### config.mk
export PLATFORM = sky130hd
export DESIGN_NAME = semaphore_wait_queue_with_tokens
export DESIGN_NICKNAME = d
export VERILOG_FILES = /design/src/swq_pkg.sv /design/src/swq_cell.sv /design/src/semaphore_wait_queue_with_tokens.sv
export VERILOG_INCLUDE_DIRS = /design/src /design/src/src
export SDC_FILE = /design/constraint.sdc
export NUM_CORES = 1
export LEC_CHECK = 0
export ABC_AREA = 1
export BUFFER_PORTS_ARGS = -buffer_cell sky130_fd_sc_hd__buf_2
export CAP_MARGIN = 20
export CORE_AREA = 2 2 173 175
export DETAILED_ROUTE_END_ITERATION = 6
export DIE_AREA = 0 0 175 177
export HOLD_SLACK_MARGIN = 0.15
export PLACE_DENSITY = 0.76
export SLEW_MARGIN = 0
export SYNTH_ARGS = -nofsm -noshare
export SYNTH_HDL_FRONTEND = slang
export SYNTH_SLANG_ARGS = --single-unit
### constraint.sdc
create_clock -name i_clk -period 5.6 [get_ports i_clk]
set_input_delay 0.84 -clock i_clk [delete_from_list [all_inputs] [get_ports i_clk]]
set_output_delay 0.84 -clock i_clk [all_outputs]
set_load 0.03 [all_outputs]
### src/semaphore_wait_queue_with_tokens_assert.svh
// Assertion macros for the semaphore wait queue.
// Used by the top level; no other dependencies.
`ifndef SEMAPHORE_WAIT_QUEUE_WITH_TOKENS_ASSERT_SVH
`define SEMAPHORE_WAIT_QUEUE_WITH_TOKENS_ASSERT_SVH

// Property checked on every clock edge outside reset.
`define SWQ_ASSERT(lbl, prop, msg) \
    lbl: assert property (@(posedge i_clk) disable iff (!i_rst_n) (prop)) else $error(msg);

// Implication: post is checked in the cycle after pre holds.
`define SWQ_ASSERT_NEXT(lbl, pre, post, msg) \
    lbl: assert property (@(posedge i_clk) disable iff (!i_rst_n) (pre) |=> (post)) \
        else $error(msg);

`endif

### src/swq_pkg.sv
// Package for the semaphore wait queue: sizes, request kinds, error codes, states, cell control, saturating add.
// No dependencies.
package swq_pkg;
    localparam int NUM_TASKS_DEF   = 8;
    localparam int QUEUE_DEPTH_DEF = 16;
    localparam int EW = 8;

    typedef enum logic [2:0] {
        K_WAIT = 3'd0, K_SIGNAL = 3'd1, K_START = 3'd2,
        K_CONT = 3'd3, K_FINISH = 3'd4, K_ABORT = 3'd5
    } t_kind;

    typedef enum logic [1:0] {
        E_NONE = 2'd0, E_FULL = 2'd1, E_INVALID = 2'd2, E_NOT_READY = 2'd3
    } t_err;

    typedef enum logic [2:0] {
        S_IDLE, S_SCAN, S_SHIFT, S_SIGNAL, S_OUT
    } t_state;

    // per-cell control from the sequencer
    typedef struct packed {
        logic       shift;      // slots in [rm_pos, tail_last) load the next slot's entry (toward head)
        logic [6:0] rm_pos;
        logic [6:0] head;
        logic [6:0] tail_last;  // last occupied slot
        logic       wr;
        logic [6:0] wr_idx;
        logic [EW-1:0] wr_data;
    } t_cell_ctl;

    function automatic logic signed [7:0] sat_add(input logic signed [7:0] a,
                                                   input logic signed [1:0] d);
        logic signed [8:0] s;
        s = {a[7], a} + {{7{d[1]}}, d};
        if (s > 9'sd127) return 8'sd127;
        if (s < -9'sd128) return -8'sd128;
        return s[7:0];
    endfunction
endpackage

### src/swq_cell.sv
// One queue slot: holds an entry, compares it to the key, shifts from its neighbor.
// Depends on swq_pkg.
module swq_cell import swq_pkg::*; #(
    parameter int IDX = 0,
    parameter int QD  = QUEUE_DEPTH_DEF
) (
    input  logic          i_clk,
    input  t_cell_ctl     i_ctl,
    input  logic [EW-1:0] i_next,
    input  logic [EW-1:0] i_key,
    output logic [EW-1:0] o_entry,
    output logic          o_match
);
    localparam logic [6:0] MY = 7'(IDX);
    logic [EW-1:0] r_entry;
    logic          moving;

    // a slot moves when it lies in the circular range [rm_pos, tail_last)
    always_comb begin
        if (i_ctl.rm_pos <= i_ctl.tail_last)
            moving = (MY >= i_ctl.rm_pos) && (MY < i_ctl.tail_last);
        else
            moving = (MY >= i_ctl.rm_pos) || (MY < i_ctl.tail_last);
    end

    always_ff @(posedge i_clk) begin
        if (i_ctl.wr && i_ctl.wr_idx == MY)
            r_entry <= i_ctl.wr_data;
        else if (i_ctl.shift && moving)
            r_entry <= i_next;
    end

    assign o_entry = r_entry;
    assign o_match = (r_entry == i_key);
endmodule

### src/semaphore_wait_queue_with_tokens.sv
// Steps: wait and start_wait go through scan and output, signal adds a signal step;
// continue, finish and abort scan one slot per cycle, then finish and abort may shift and
// abort signals (search, shift in one step across the cell row, signal). One request at
// a time; the next transfer is taken in the cycle after the result register loads, later
// while the result is stalled. Reset: synchronous active-low; count and ready count load 1,
// queue empty, token counter NUM_TASKS. Queue slots are not cleared.
module semaphore_wait_queue_with_tokens import swq_pkg::*; #(
    parameter int NUM_TASKS   = NUM_TASKS_DEF,
    parameter int QUEUE_DEPTH = QUEUE_DEPTH_DEF
) (
    input  logic        i_clk,
    input  logic        i_rst_n,
    input  logic        s_axis_tvalid,
    output logic        s_axis_tready,
    input  logic [15:0] s_axis_tdata,  // kind[2:0], task_id[5:3], token_in[13:6]
    output logic        m_axis_tvalid,
    input  logic        m_axis_tready,
    output logic [23:0] m_axis_tdata,  // block_caller, resume_valid, resume_id[9:2],
                                       // new_token[17:10], ready_hit[18], error[20:19]
    input  logic        i_cfg_valid,
    output logic        o_cfg_ready,
    input  logic [6:0]  i_cfg_data
);
    localparam int         AW = $clog2(QUEUE_DEPTH);
    localparam logic [6:0] QM = 7'(QUEUE_DEPTH - 1);
    localparam logic [7:0] NT = 8'(NUM_TASKS);

    t_state r_st, n_st;
    logic signed [7:0] r_units, n_units, r_ready, n_ready;
    logic [6:0] r_head, n_head, r_tail, n_tail;
    logic [7:0] r_tok, n_tok;
    logic [6:0] r_pos, n_pos;
    logic [6:0] r_rm, n_rm;
    logic [2:0] r_kind;
    logic [2:0] r_tid;
    logic [7:0] r_key;
    logic       r_rdy_hit, n_rdy_hit;
    logic [1:0] r_err, n_err;
    logic       r_blk, n_blk, r_rv, n_rv;
    logic [7:0] r_rid, n_rid, r_nt, n_nt;
    logic       r_ov;
    logic [23:0] r_od;
    t_cell_ctl  ctl;
    logic [EW-1:0] ent [QUEUE_DEPTH];
    logic [QUEUE_DEPTH-1:0] mt;

    function automatic logic [6:0] inc(input logic [6:0] x);
        return (x == QM) ? 7'd0 : x + 7'd1;
    endfunction
    function automatic logic [6:0] dec(input logic [6:0] x);
        return (x == 7'd0) ? QM : x - 7'd1;
    endfunction

    genvar g;
    generate
        for (g = 0; g < QUEUE_DEPTH; g++) begin : g_cell
            swq_cell #(.IDX(g), .QD(QUEUE_DEPTH)) u_cell (
                .i_clk(i_clk), .i_ctl(ctl),
                .i_next(ent[(g + 1) % QUEUE_DEPTH]), .i_key(r_key),
                .o_entry(ent[g]), .o_match(mt[g]));
        end
    endgenerate

    logic [6:0] occ, cur;
    logic       full, cur_hit, head_hit;
    logic [EW-1:0] head_e;
    assign occ  = (r_tail >= r_head) ? r_tail - r_head : r_tail + 7'(QUEUE_DEPTH) - r_head;
    assign full = (inc(r_tail) == r_head);
    assign cur  = (r_head + r_pos >= 7'(QUEUE_DEPTH)) ? r_head + r_pos - 7'(QUEUE_DEPTH)
                                                     : r_head + r_pos;
    assign cur_hit  = mt[cur[AW-1:0]];
    assign head_e   = ent[r_head[AW-1:0]];
    assign head_hit = mt[r_head[AW-1:0]];

    assign s_axis_tready = (r_st == S_IDLE);
    // take a config write only when no request transfer can happen in the same cycle
    assign o_cfg_ready   = (r_st == S_IDLE) && !r_ov && !s_axis_tvalid;

    // next state
    always_comb begin
        n_st = r_st;
        case (r_st)
            S_IDLE: if (s_axis_tvalid) n_st = S_SCAN;
            S_SCAN: begin
                if (r_kind == K_CONT || r_kind == K_FINISH || r_kind == K_ABORT) begin
                    if (r_key < NT) n_st = S_OUT;
                    else if (r_kind != K_CONT && occ != 0 && r_pos == 0 && head_hit)
                        n_st = (r_kind == K_ABORT) ? S_SIGNAL : S_OUT;
                    else if (r_pos >= occ) n_st = S_OUT;
                    else if (r_kind == K_CONT &&
                             ($signed({1'b0, r_pos}) >= r_ready)) n_st = S_OUT;
                    else if (cur_hit)
                        n_st = (r_kind == K_CONT) ? S_OUT : S_SHIFT;
                end else if (r_kind == K_SIGNAL) n_st = S_SIGNAL;
                else n_st = S_OUT;
            end
            S_SHIFT:  n_st = (r_kind == K_ABORT) ? S_SIGNAL : S_OUT;
            S_SIGNAL: n_st = S_OUT;
            S_OUT:    if (!r_ov || m_axis_tready) n_st = S_IDLE;
            default:  n_st = S_IDLE;
        endcase
    end

    // datapath and outputs
    always_comb begin
        logic ready_rm;
        n_units = r_units; n_ready = r_ready; n_head = r_head; n_tail = r_tail;
        n_tok = r_tok; n_pos = r_pos; n_rm = r_rm; n_rdy_hit = r_rdy_hit;
        n_err = r_err; n_blk = r_blk; n_rv = r_rv; n_rid = r_rid; n_nt = r_nt;
        ctl = '0;
        ctl.rm_pos = r_rm; ctl.head = r_head; ctl.tail_last = dec(r_tail);
        ctl.wr_idx = r_tail; ctl.wr_data = {5'd0, r_tid};
        ready_rm = 1'b0;
        case (r_st)
            S_IDLE: begin
                n_pos = '0; n_rdy_hit = 0; n_err = E_NONE; n_blk = 0; n_rv = 0;
                n_rid = '0; n_nt = '0;
            end
            S_SCAN: begin
                case (r_kind)
                    K_WAIT: begin
                        if (sat_add(r_units, -2'sd1) < 0) begin
                            if (full) n_err = E_FULL;
                            else begin
                                ctl.wr = 1'b1; n_tail = inc(r_tail);
                                n_units = sat_add(r_units, -2'sd1); n_blk = 1'b1;
                            end
                        end else begin
                            n_units = sat_add(r_units, -2'sd1);
                            n_ready = sat_add(r_ready, -2'sd1);
                        end
                    end
                    K_START: begin
                        if (full) n_err = E_FULL;
                        else begin
                            ctl.wr = 1'b1; ctl.wr_data = r_tok; n_tail = inc(r_tail);
                            n_tok = (r_tok == 8'hFF) ? NT : r_tok + 8'd1;
                            n_units = sat_add(r_units, -2'sd1); n_nt = r_tok;
                        end
                    end
                    K_CONT, K_FINISH, K_ABORT: begin
                        if (r_key < NT) n_err = E_INVALID;
                        else if (r_kind != K_CONT && occ != 0 && r_pos == 0 && head_hit) begin
                            n_head = inc(r_head); n_ready = sat_add(r_ready, -2'sd1);
                            n_rdy_hit = 1'b1;
                        end else if (r_pos >= occ) begin
                            if (r_kind != K_CONT) n_err = E_INVALID;
                        end else if (r_kind == K_CONT &&
                                     ($signed({1'b0, r_pos}) >= r_ready)) begin
                            n_err = E_NONE;
                        end else if (cur_hit) begin
                            if (r_kind == K_CONT) n_rdy_hit = 1'b1;
                            else n_rm = cur;
                        end else n_pos = r_pos + 7'd1;
                    end
                    default: ;
                endcase
            end
            S_SHIFT: begin
                ctl.shift = 1'b1; n_tail = dec(r_tail);
                ready_rm = (r_ready > 0) && ($signed({1'b0, r_pos}) < r_ready);
                if (ready_rm) begin
                    n_ready = sat_add(r_ready, -2'sd1); n_rdy_hit = 1'b1;
                end else if (r_kind == K_ABORT) n_ready = sat_add(r_ready, -2'sd1);
                else n_err = E_NOT_READY;
            end
            S_SIGNAL: begin
                n_units = sat_add(r_units, 2'sd1);
                n_ready = sat_add(r_ready, 2'sd1);
                if (occ != 0 && sat_add(r_ready, 2'sd1) > 0 && head_e < NT) begin
                    n_head = inc(r_head); n_rv = 1'b1; n_rid = head_e;
                    n_ready = sat_add(sat_add(r_ready, 2'sd1), -2'sd1);
                end
            end
            default: ;
        endcase
    end

    always_ff @(posedge i_clk) begin
        if (!i_rst_n) begin
            r_st <= S_IDLE; r_units <= 8'sd1; r_ready <= 8'sd1;
            r_head <= '0; r_tail <= '0; r_tok <= NT; r_ov <= 1'b0;
        end else begin
            r_st <= n_st; r_units <= n_units; r_ready <= n_ready;
            r_head <= n_head; r_tail <= n_tail; r_tok <= n_tok;
            if (i_cfg_valid && o_cfg_ready) begin
                r_units <= $signed({1'b0, i_cfg_data});
                r_ready <= $signed({1'b0, i_cfg_data});
            end
            if (r_st == S_OUT && (!r_ov || m_axis_tready)) r_ov <= 1'b1;
            else if (m_axis_tready) r_ov <= 1'b0;
        end
    end

    always_ff @(posedge i_clk) begin
        r_pos <= n_pos; r_rm <= n_rm; r_rdy_hit <= n_rdy_hit; r_err <= n_err;
        r_blk <= n_blk; r_rv <= n_rv; r_rid <= n_rid; r_nt <= n_nt;
        if (r_st == S_IDLE && s_axis_tvalid) begin
            r_kind <= s_axis_tdata[2:0]; r_tid <= s_axis_tdata[5:3];
            r_key  <= s_axis_tdata[13:6];
        end
        if (r_st == S_OUT && (!r_ov || m_axis_tready))
            r_od <= {3'd0, r_err, r_rdy_hit, r_nt, r_rid, r_rv, r_blk};
    end

    assign m_axis_tvalid = r_ov;
    assign m_axis_tdata  = r_od;

`include "semaphore_wait_queue_with_tokens_assert.svh"
    `SWQ_ASSERT(a_one_free, !(r_st == S_SCAN && full && n_tail != r_tail && n_head == r_head),
                "queue overfilled")
    `SWQ_ASSERT_NEXT(a_out_hold, m_axis_tvalid && !m_axis_tready, m_axis_tvalid,
                "result dropped")
    `SWQ_ASSERT(a_cfg_idle, !(o_cfg_ready && r_st != S_IDLE), "config outside idle")
endmodule
==> results of run 1 <==
metrics by stage:
step           setup slack, ps  instances  power [uW]
2_1_floorplan             1221       2223        7225
3_3_place_gp              1402       2599        8573
3_5_place_dp              1257       2599        8732
4_1_cts                   1242       2653       10750
5_1_grt                  802.4       2658       11740
6_report                  1222       2658       10880
worst min path at each step:
stage	endpoint	start	slack (ps)	depth (start not counted)
2_1_floorplan	m_axis_tdata[0]	r_blk	400	0
3_3_place_gp	m_axis_tdata[10]	r_nt[0]	400	0
3_5_place_dp	m_axis_tdata[1]	r_rv	410	0
4_1_cts	m_axis_tdata[1]	r_rv	410	0
5_1_grt	m_axis_tdata[1]	r_rv	420	0
6_report	m_axis_tdata[1]	r_rv	420	0
worst register-to-register path: stages, from the launching register on:
cell and delay [ps]:
dfxtp_1 440, inv_1 210, ha_1 300, inv_1 70, nor2_1 40, nor3_1 450
ha_1 340, a21oi_1 120, o21ai_0 100, a21oi_1 120, o21ai_0 80, a21o_1 160
nand2_1 400, nor2_1 80, o311ai_0 670, nand2_1 460
final cells by class:
class                      instances  area (um^2)  area share, %
multi-input combinational       1640         8955          47.90
sequential                       240         6787          36.30
inverter                         253        954.7          5.107
clock buffer                      32        747.0          3.996
timing repair buffer              81        491.7          2.630
tap                              390        488.0          2.610
clock inverter                    22        271.5          1.452
per-layer routing:
layer	up-vias	track usage, %
met2	885	57.54
met3	216	4.768
met4	0	17.08
met1	7500	44.32
met5	-	0
li1	7522	-
report_power, final:
group	leakage [uW]	internal [uW]	switching [uW]	total (uW)
Combinational	0.00523	1960	4070	6030
Sequential	0.00219	2420	416	2840
Clock	0.000490	1200	807	2010
cells in the final DEF (no fill, tap or decap), types with 15 or more instances in the layout:
master and instances:
o21ai_0 196, ha_1 60, nand2_1 531, a21oi_1 101, nor2_1 193, nor3_1 40
edfxtp_1 198, xnor2_1 63, buf_2 51, a22oi_1 15, nand3_1 103, xor2_1 43
inv_1 229, o21ai_1 47, nand4_1 48, o211ai_1 19, clkbuf_16 29, dfxtp_1 42
or2_2 22, inv_2 21, buf_4 27
sequential cells by signal, summed over array words and instances (netlist names), 8 cells and up:
| signal | flops |
|---|---|
| g_cell.u_cell.o_entry | 128 |
| r_rid | 8 |
| m_axis_tdata | 21 |
| r_tok | 8 |
| r_ready | 8 |
| r_key | 8 |
| r_units | 8 |
| r_nt | 8 |
logic make-up (layout without fill, tap and decap cells):
group,after synthesis,after routing,synth area share [%]
AOI/OAI and AO/OA,451,451,14.86
xor gates and xnor gates,107,107,5.508
adders and majority gates,72,72,5.486
buffers and inverters,343,388,8.294
DFF,240,240,39.57
other,1,3,0.02186
and+or+nand+nor,1007,1007,26.26
==> key figures, run 1 <==
Clocking
  • CTS Hold Buffers Added: 0
  • Post-CTS Resized: 0
  • Worst skew pair latency: 580 ps
  • CTS tree: built
  • H-Tree Depth: 1
  • Reg clk slew, reported paths: 70 ps
  • CTS sink cnt: 240
  • Setup Buffers After CTS: 0
  • Clock Path Buffers: 3
  • Num CTS Buffers: 29
  • Clock root buffer: clkbuf_16

Logic synthesis
  • EDFF count, synth: 198
  • Syn_area_per_cell: 7.722 um^2
  • Top cells by area, synth: edfxtp_1, nand2_1, o21ai_0
  • Yosys Warn Count: 0
  • Top cells by count, synth: nand2_1, inv_1, edfxtp_1
  • Count leader, synth: nand2_1
  • Count of cell types in the netlist: 64
  • Post-synthesis cell area: 17150 um^2
  • Number of register bits inferred by synthesis: 240
  • Sequential cell area fraction in the yosys report: 39.57%
  • Share of the synthesized area in the top cell type: 34.67%
  • Ys flop type: edfxtp_1
  • Most area-hungry cell type in the Yosys netlist: edfxtp_1
  • Synth async-reset ratio: 0%
  • Post-Synthesis Cells: 2221

Floorplanning
  • Chip height: 177 um
  • Initial Utilization: 58.65%
  • Core ar.: 29240 um^2
  • Die X-Extent: 175 um
  • FP Rows: 63
  • IO Count: 55
  • Die ar.: 30980 um^2

Route
  • DRC viols: 0
  • Met2 WL post-DR: 24800 um
  • Final wirelength: 53730 um
  • Wirelength per Cell: 20.22 um
  • Routed Antenna Nets: 0
  • Wire length on met3: 5130 um
  • First DRT Iteration DRCs: 2040
  • Wl on met1: 20930 um
  • Detailed-router iteration count before antenna repair: 6
  • Routed via count: 16.12k
  • DR top layer: met4
  • Number of vias per cell: 6.066

Job
  • Number of max-cap violations: 0

Power and ir drop
  • Lkg Pwr: 0.007911 uW
  • Pwr/cell area: 582.2 nW/um^2
  • Max rail drop VDD: 0.5894 mV

STA
  • Tcrit/Tclk final: 78.18%
  • Min Hold Slack: 415.5 ps
  • Max Slew Vio Count: 0
  • Relative slew margins: 30.71%
  • Setup_tns: 0 ps
  • Hold Fails Final Rpt: 0
  • Fmax: 0.2284 GHz
  • Worst Clk Skew: 23.44 ps
  • Setup-failing EPs final: 0
  • RSZ-0062 raised after global routing: false
  • Tmin final: 4378 ps
  • Worst-margin pin slew: 1039 ps

Global routing
  • Initial antenna violation count: 0
  • Total gr overflow: 0
  • First-pass GRT wire length: 83520 um
  • Pin count of the biggest net entering global routing: 41
  • Total track usage: 34.53%
  • Vias in the first global route: 15.35k

Critical path
  • Worst R2R Setup Slack: 1220 ps
  • Worst R2R End: g_cell[9].u_cell.o_entry[0]
  • Critical path capture point: g_cell[9].u_cell.o_entry[0]
  • Crit path required time: 5810 ps
  • Crit end category: register
  • Stages on worst setup path: 15
  • Worst path max stage delay: 670 ps
  • WP buf/inv: 2
  • Crit path cell chain: inv_1 -> ha_1 -> inv_1 -> nor2_1 -> nor3_1 -> ha_1 -> a21oi_1 -> o21ai_0 -> a21oi_1 -> o21ai_0 -> a21o_1 -> nand2_1 -> nor2_1 -> o311ai_0 -> nand2_1
  • Reg2Reg Depth: 15
  • Crit. Startpoint: r_tail[0]
  • Critical R2R Launch: r_tail[0]
  • Crit path DAT: 4590 ps
  • Crit path launch type: register
  • Worst-path fanout max: 16
  • Kind of critical path: register to register
  • Worst path slowest cell: o311ai_0
  • Delay-heaviest family, CP: simple AND/OR/NAND/NOR gates

Status
  • Outcome: finished, final reports clean

Min path
  • Hold Crit Class: register to register

Placed design
  • GP Congestion: 0.9874
  • IO Port Bufs: 49
  • DP HPWL: 38630 um
  • Placed cell areas: 17630 um^2

Finish
  • Fillers: 2539
  • Final core utilization: 63.92%
  • Layout cells sized above 1: 10.45%
  • Design area: 18690 um^2
  • P&R area growth vs syn: 8.995%
  • Final #Nets: 2340
  • Ant diodes: 0
Note: power is estimated with default switching activity, not from simulation.
==> run 2: changes to the inputs <==
clock period = 4.1 ns   (was 5.6 ns; I/O delays follow)
==> key figures, run 2 (synthesized netlist as in run 1, its figures left out) <==
Job
  • Number of max-cap violations: 0 (unchanged)

Placed design
  • Placed cell areas: 17940 um^2 (was 17630 um^2)
  • DP HPWL: 39120 um (was 38630 um)
  • Placed cell count: 2638 (was 2599)
  • GP Congestion: 0.9866 (was 0.9874)
  • IO Port Bufs: 49 (unchanged)

STA
  • Max Slew Vio Count: 0 (unchanged)
  • Fmax: 0.2544 GHz (was 0.2284 GHz)
  • Tcrit/Tclk final: 95.89% (was 78.18%)
  • Tmin final: 3932 ps (was 4378 ps)
  • Worst-margin pin slew: 1120 ps (was 1039 ps)
  • Min Hold Slack: 239.3 ps (was 415.5 ps)
  • Setup-failing EPs final: 0 (unchanged)
  • Relative slew margins: 25.23% (was 30.71%)
  • Setup_tns: 0 ps (unchanged)
  • Worst Clk Skew: 15.56 ps (was 23.44 ps)
  • Hold Fails Final Rpt: 0 (unchanged)

Finish
  • Design area: 18850 um^2 (was 18690 um^2)
  • Commonest cells after routing, fill and taps aside: nand2_1, inv_1, edfxtp_1 (unchanged)
  • Final core utilization: 64.44% (was 63.92%)
  • P&R area growth vs syn: 9.878% (was 8.995%)
  • Non-filler cells in the finished layout: 2692 (was 2658)
  • Ant diodes: 0 (unchanged)
  • Commonest non-fill, non-tap cell in the layout: nand2_1 (unchanged)
  • Layout cells sized above 1: 11.82% (was 10.45%)
  • Max reg flops: 128 (unchanged)
  • Final #Nets: 2376 (was 2340)

Critical path
  • Crit path launch type: register (unchanged)
  • Critical path capture point: r_pos[0] (was g_cell[9].u_cell.o_entry[0])
  • Crit path DAT: 4190 ps (was 4590 ps)
  • Worst R2R Setup Slack: 170 ps (was 1220 ps)
  • Crit path required time: 4360 ps (was 5810 ps)
  • Worst R2R End: r_pos[0] (was g_cell[9].u_cell.o_entry[0])
  • Critical R2R Launch: r_head[1] (was r_tail[0])
  • Kind of critical path: register to register (unchanged)
  • Crit end category: register (unchanged)
  • Crit. Startpoint: r_head[1] (was r_tail[0])
  • Reg2Reg Depth: 22 (was 15)
  • Worst-path fanout max: 7 (was 16)

Status
  • Outcome: finished with violations (was finished, final reports clean)
  • Failing checks: design-rule violations

Clocking
  • CTS Hold Buffers Added: 0 (unchanged)
  • Clock Path Buffers: 3 (unchanged)
  • Reg clk slew, reported paths: 60 ps (was 70 ps)
  • H-Tree Depth: 1 (unchanged)
  • Worst skew pair latency: 550 ps (was 580 ps)
  • Num CTS Buffers: 27 (was 29)
  • CTS sink cnt: 240 (unchanged)
  • CTS tree: built (unchanged)
  • Clock root buffer: clkbuf_16 (unchanged)

Global routing
  • Initial antenna violation count: 1 (was 0)
  • First-pass GRT wire length: 82570 um (was 83520 um)
  • Vias in the first global route: 15.37k (was 15.35k)
  • Total gr overflow: 0 (unchanged)
  • Total track usage: 34.01% (was 34.53%)
  • Pin count of the biggest net entering global routing: 41 (unchanged)

Power and ir drop
  • Reg power frac: 25.5% (was 26.1%)
  • Max rail drop VDD: 0.8421 mV (was 0.5894 mV)
  • Share of power burned in the clock network: 15.7% (was 18.5%)
  • Pint: 7638 uW (was 5586 uW)
  • Pwr/cell area: 793.2 nW/um^2 (was 582.2 nW/um^2)
  • Lkg Pwr: 0.008013 uW (was 0.007911 uW)
  • Net Sw Frac: 48.90% (was 48.68%)
  • Sw power: 7310 uW (was 5298 uW)
  • Gate power share: 58.8% (was 55.4%)

Route
  • Routed via count: 16.22k (was 16.12k)
  • Detailed-router iteration count before antenna repair: 7 (was 6)
  • Wirelength per Cell: 19.73 um (was 20.22 um)
  • First DRT Iteration DRCs: 2059 (was 2040)
  • Routed Antenna Nets: 0 (unchanged)
  • Final wirelength: 53120 um (was 53730 um)
  • DRC viols: 3 (was 0)
  • Number of vias per cell: 6.023 (was 6.066)

Min path
  • Hold Crit Class: primary input to register (was register to register)

Floorplanning
  • Initial Utilization: 58.65% (unchanged)
  • FP Rows: 63 (unchanged)
  • Die ar.: 30980 um^2 (unchanged)
  • Chip height: 177 um (unchanged)
  • Die X-Extent: 175 um (unchanged)
  • Core ar.: 29240 um^2 (unchanged)
  • IO Count: 55 (unchanged)
[run 2: cell count changes in the layout (fill, tap and decap cells not counted), sizes merged]
cell,delta
buf,+39
inv,-2
bufinv,-4
clkbuf,+1
[run 2: repair_timing]
action                                  in CTS  in global routing
resized for setup                            0                  4
endpoints found under the setup margin       0                 30
endpoints found under the hold margin        0                  0
buffers inserted                             0                  2
[run 2: area by class of cell]
type,count,area (um^2)
repair buffers,119,788.3
fillers,2539,10400
multi-input cells,1640,8989
clock buffers,34,721.9
clock inverters,16,116.4
well taps,390,488.0
inverters,253,954.7
flip-flops and latches,240,6788
[run 2: per-stage QoR]
step / power (uW) / setup WS [ps]
6_report: 14950 / 168.5
3_3_place_gp: 12050 / 281.9
2_1_floorplan: 9897 / 29.81
3_5_place_dp: 12230 / 200.3
5_1_grt: 16120 / -78.05
4_1_cts: 14580 / 182.3
[run 2: critical path, cell delays in order (launching register included)]
cell and delay [ps]:
dfxtp_1 350, inv_2 60, ha_1 320, ha_1 190, inv_1 60, fa_1 450
nor2_1 110, o21ai_0 90, nand2_1 90, xnor2_1 60, o21ai_1 180, inv_1 70
ha_1 290, nand2_1 110, inv_1 60, nand4_1 110, o2111ai_2 160, nor2_1 190
nor2_1 80, nor2_1 140, a21oi_1 110, nor3_4 220, buf_12 150
[run 2: metal layers]
| layer | vias to the layer above | global-route usage, % | part of all wire [%] |
|---|---|---|---|
| met5 | - | 0 | 0.023 |
| met4 | 2 | 16.01 | 5.1 |
| met3 | 216 | 5.369 | 9.8 |
| met2 | 937 | 56.44 | 46 |
| met1 | 7468 | 43.79 | 39 |
| li1 | 7592 | - | - |
[run 2: worst min-delay path by stage]
stage	cells past startpoint	to	startpoint	slack (ps)
floorplan	0	m_axis_tdata[0]	r_blk	400
global placement	0	m_axis_tdata[17]	r_nt[7]	400
detailed placement	0	m_axis_tdata[16]	r_nt[6]	400
CTS	1	r_tid[2]	s_axis_tdata[5]	230
global route	1	r_key[1]	s_axis_tdata[7]	230
finish	1	r_key[1]	s_axis_tdata[7]	240
[run 2: power groups by stage]
| stage | clock network (uW) | registers, uW | logic [uW] |
|---|---|---|---|
| floorplan | 0 | 3700 | 6200 |
| global placement | 0 | 3840 | 8210 |
| detailed placement | 0 | 3850 | 8380 |
| CTS | 2340 | 3800 | 8440 |
| global route | 2430 | 3860 | 9820 |
| finish | 2340 | 3820 | 8790 |
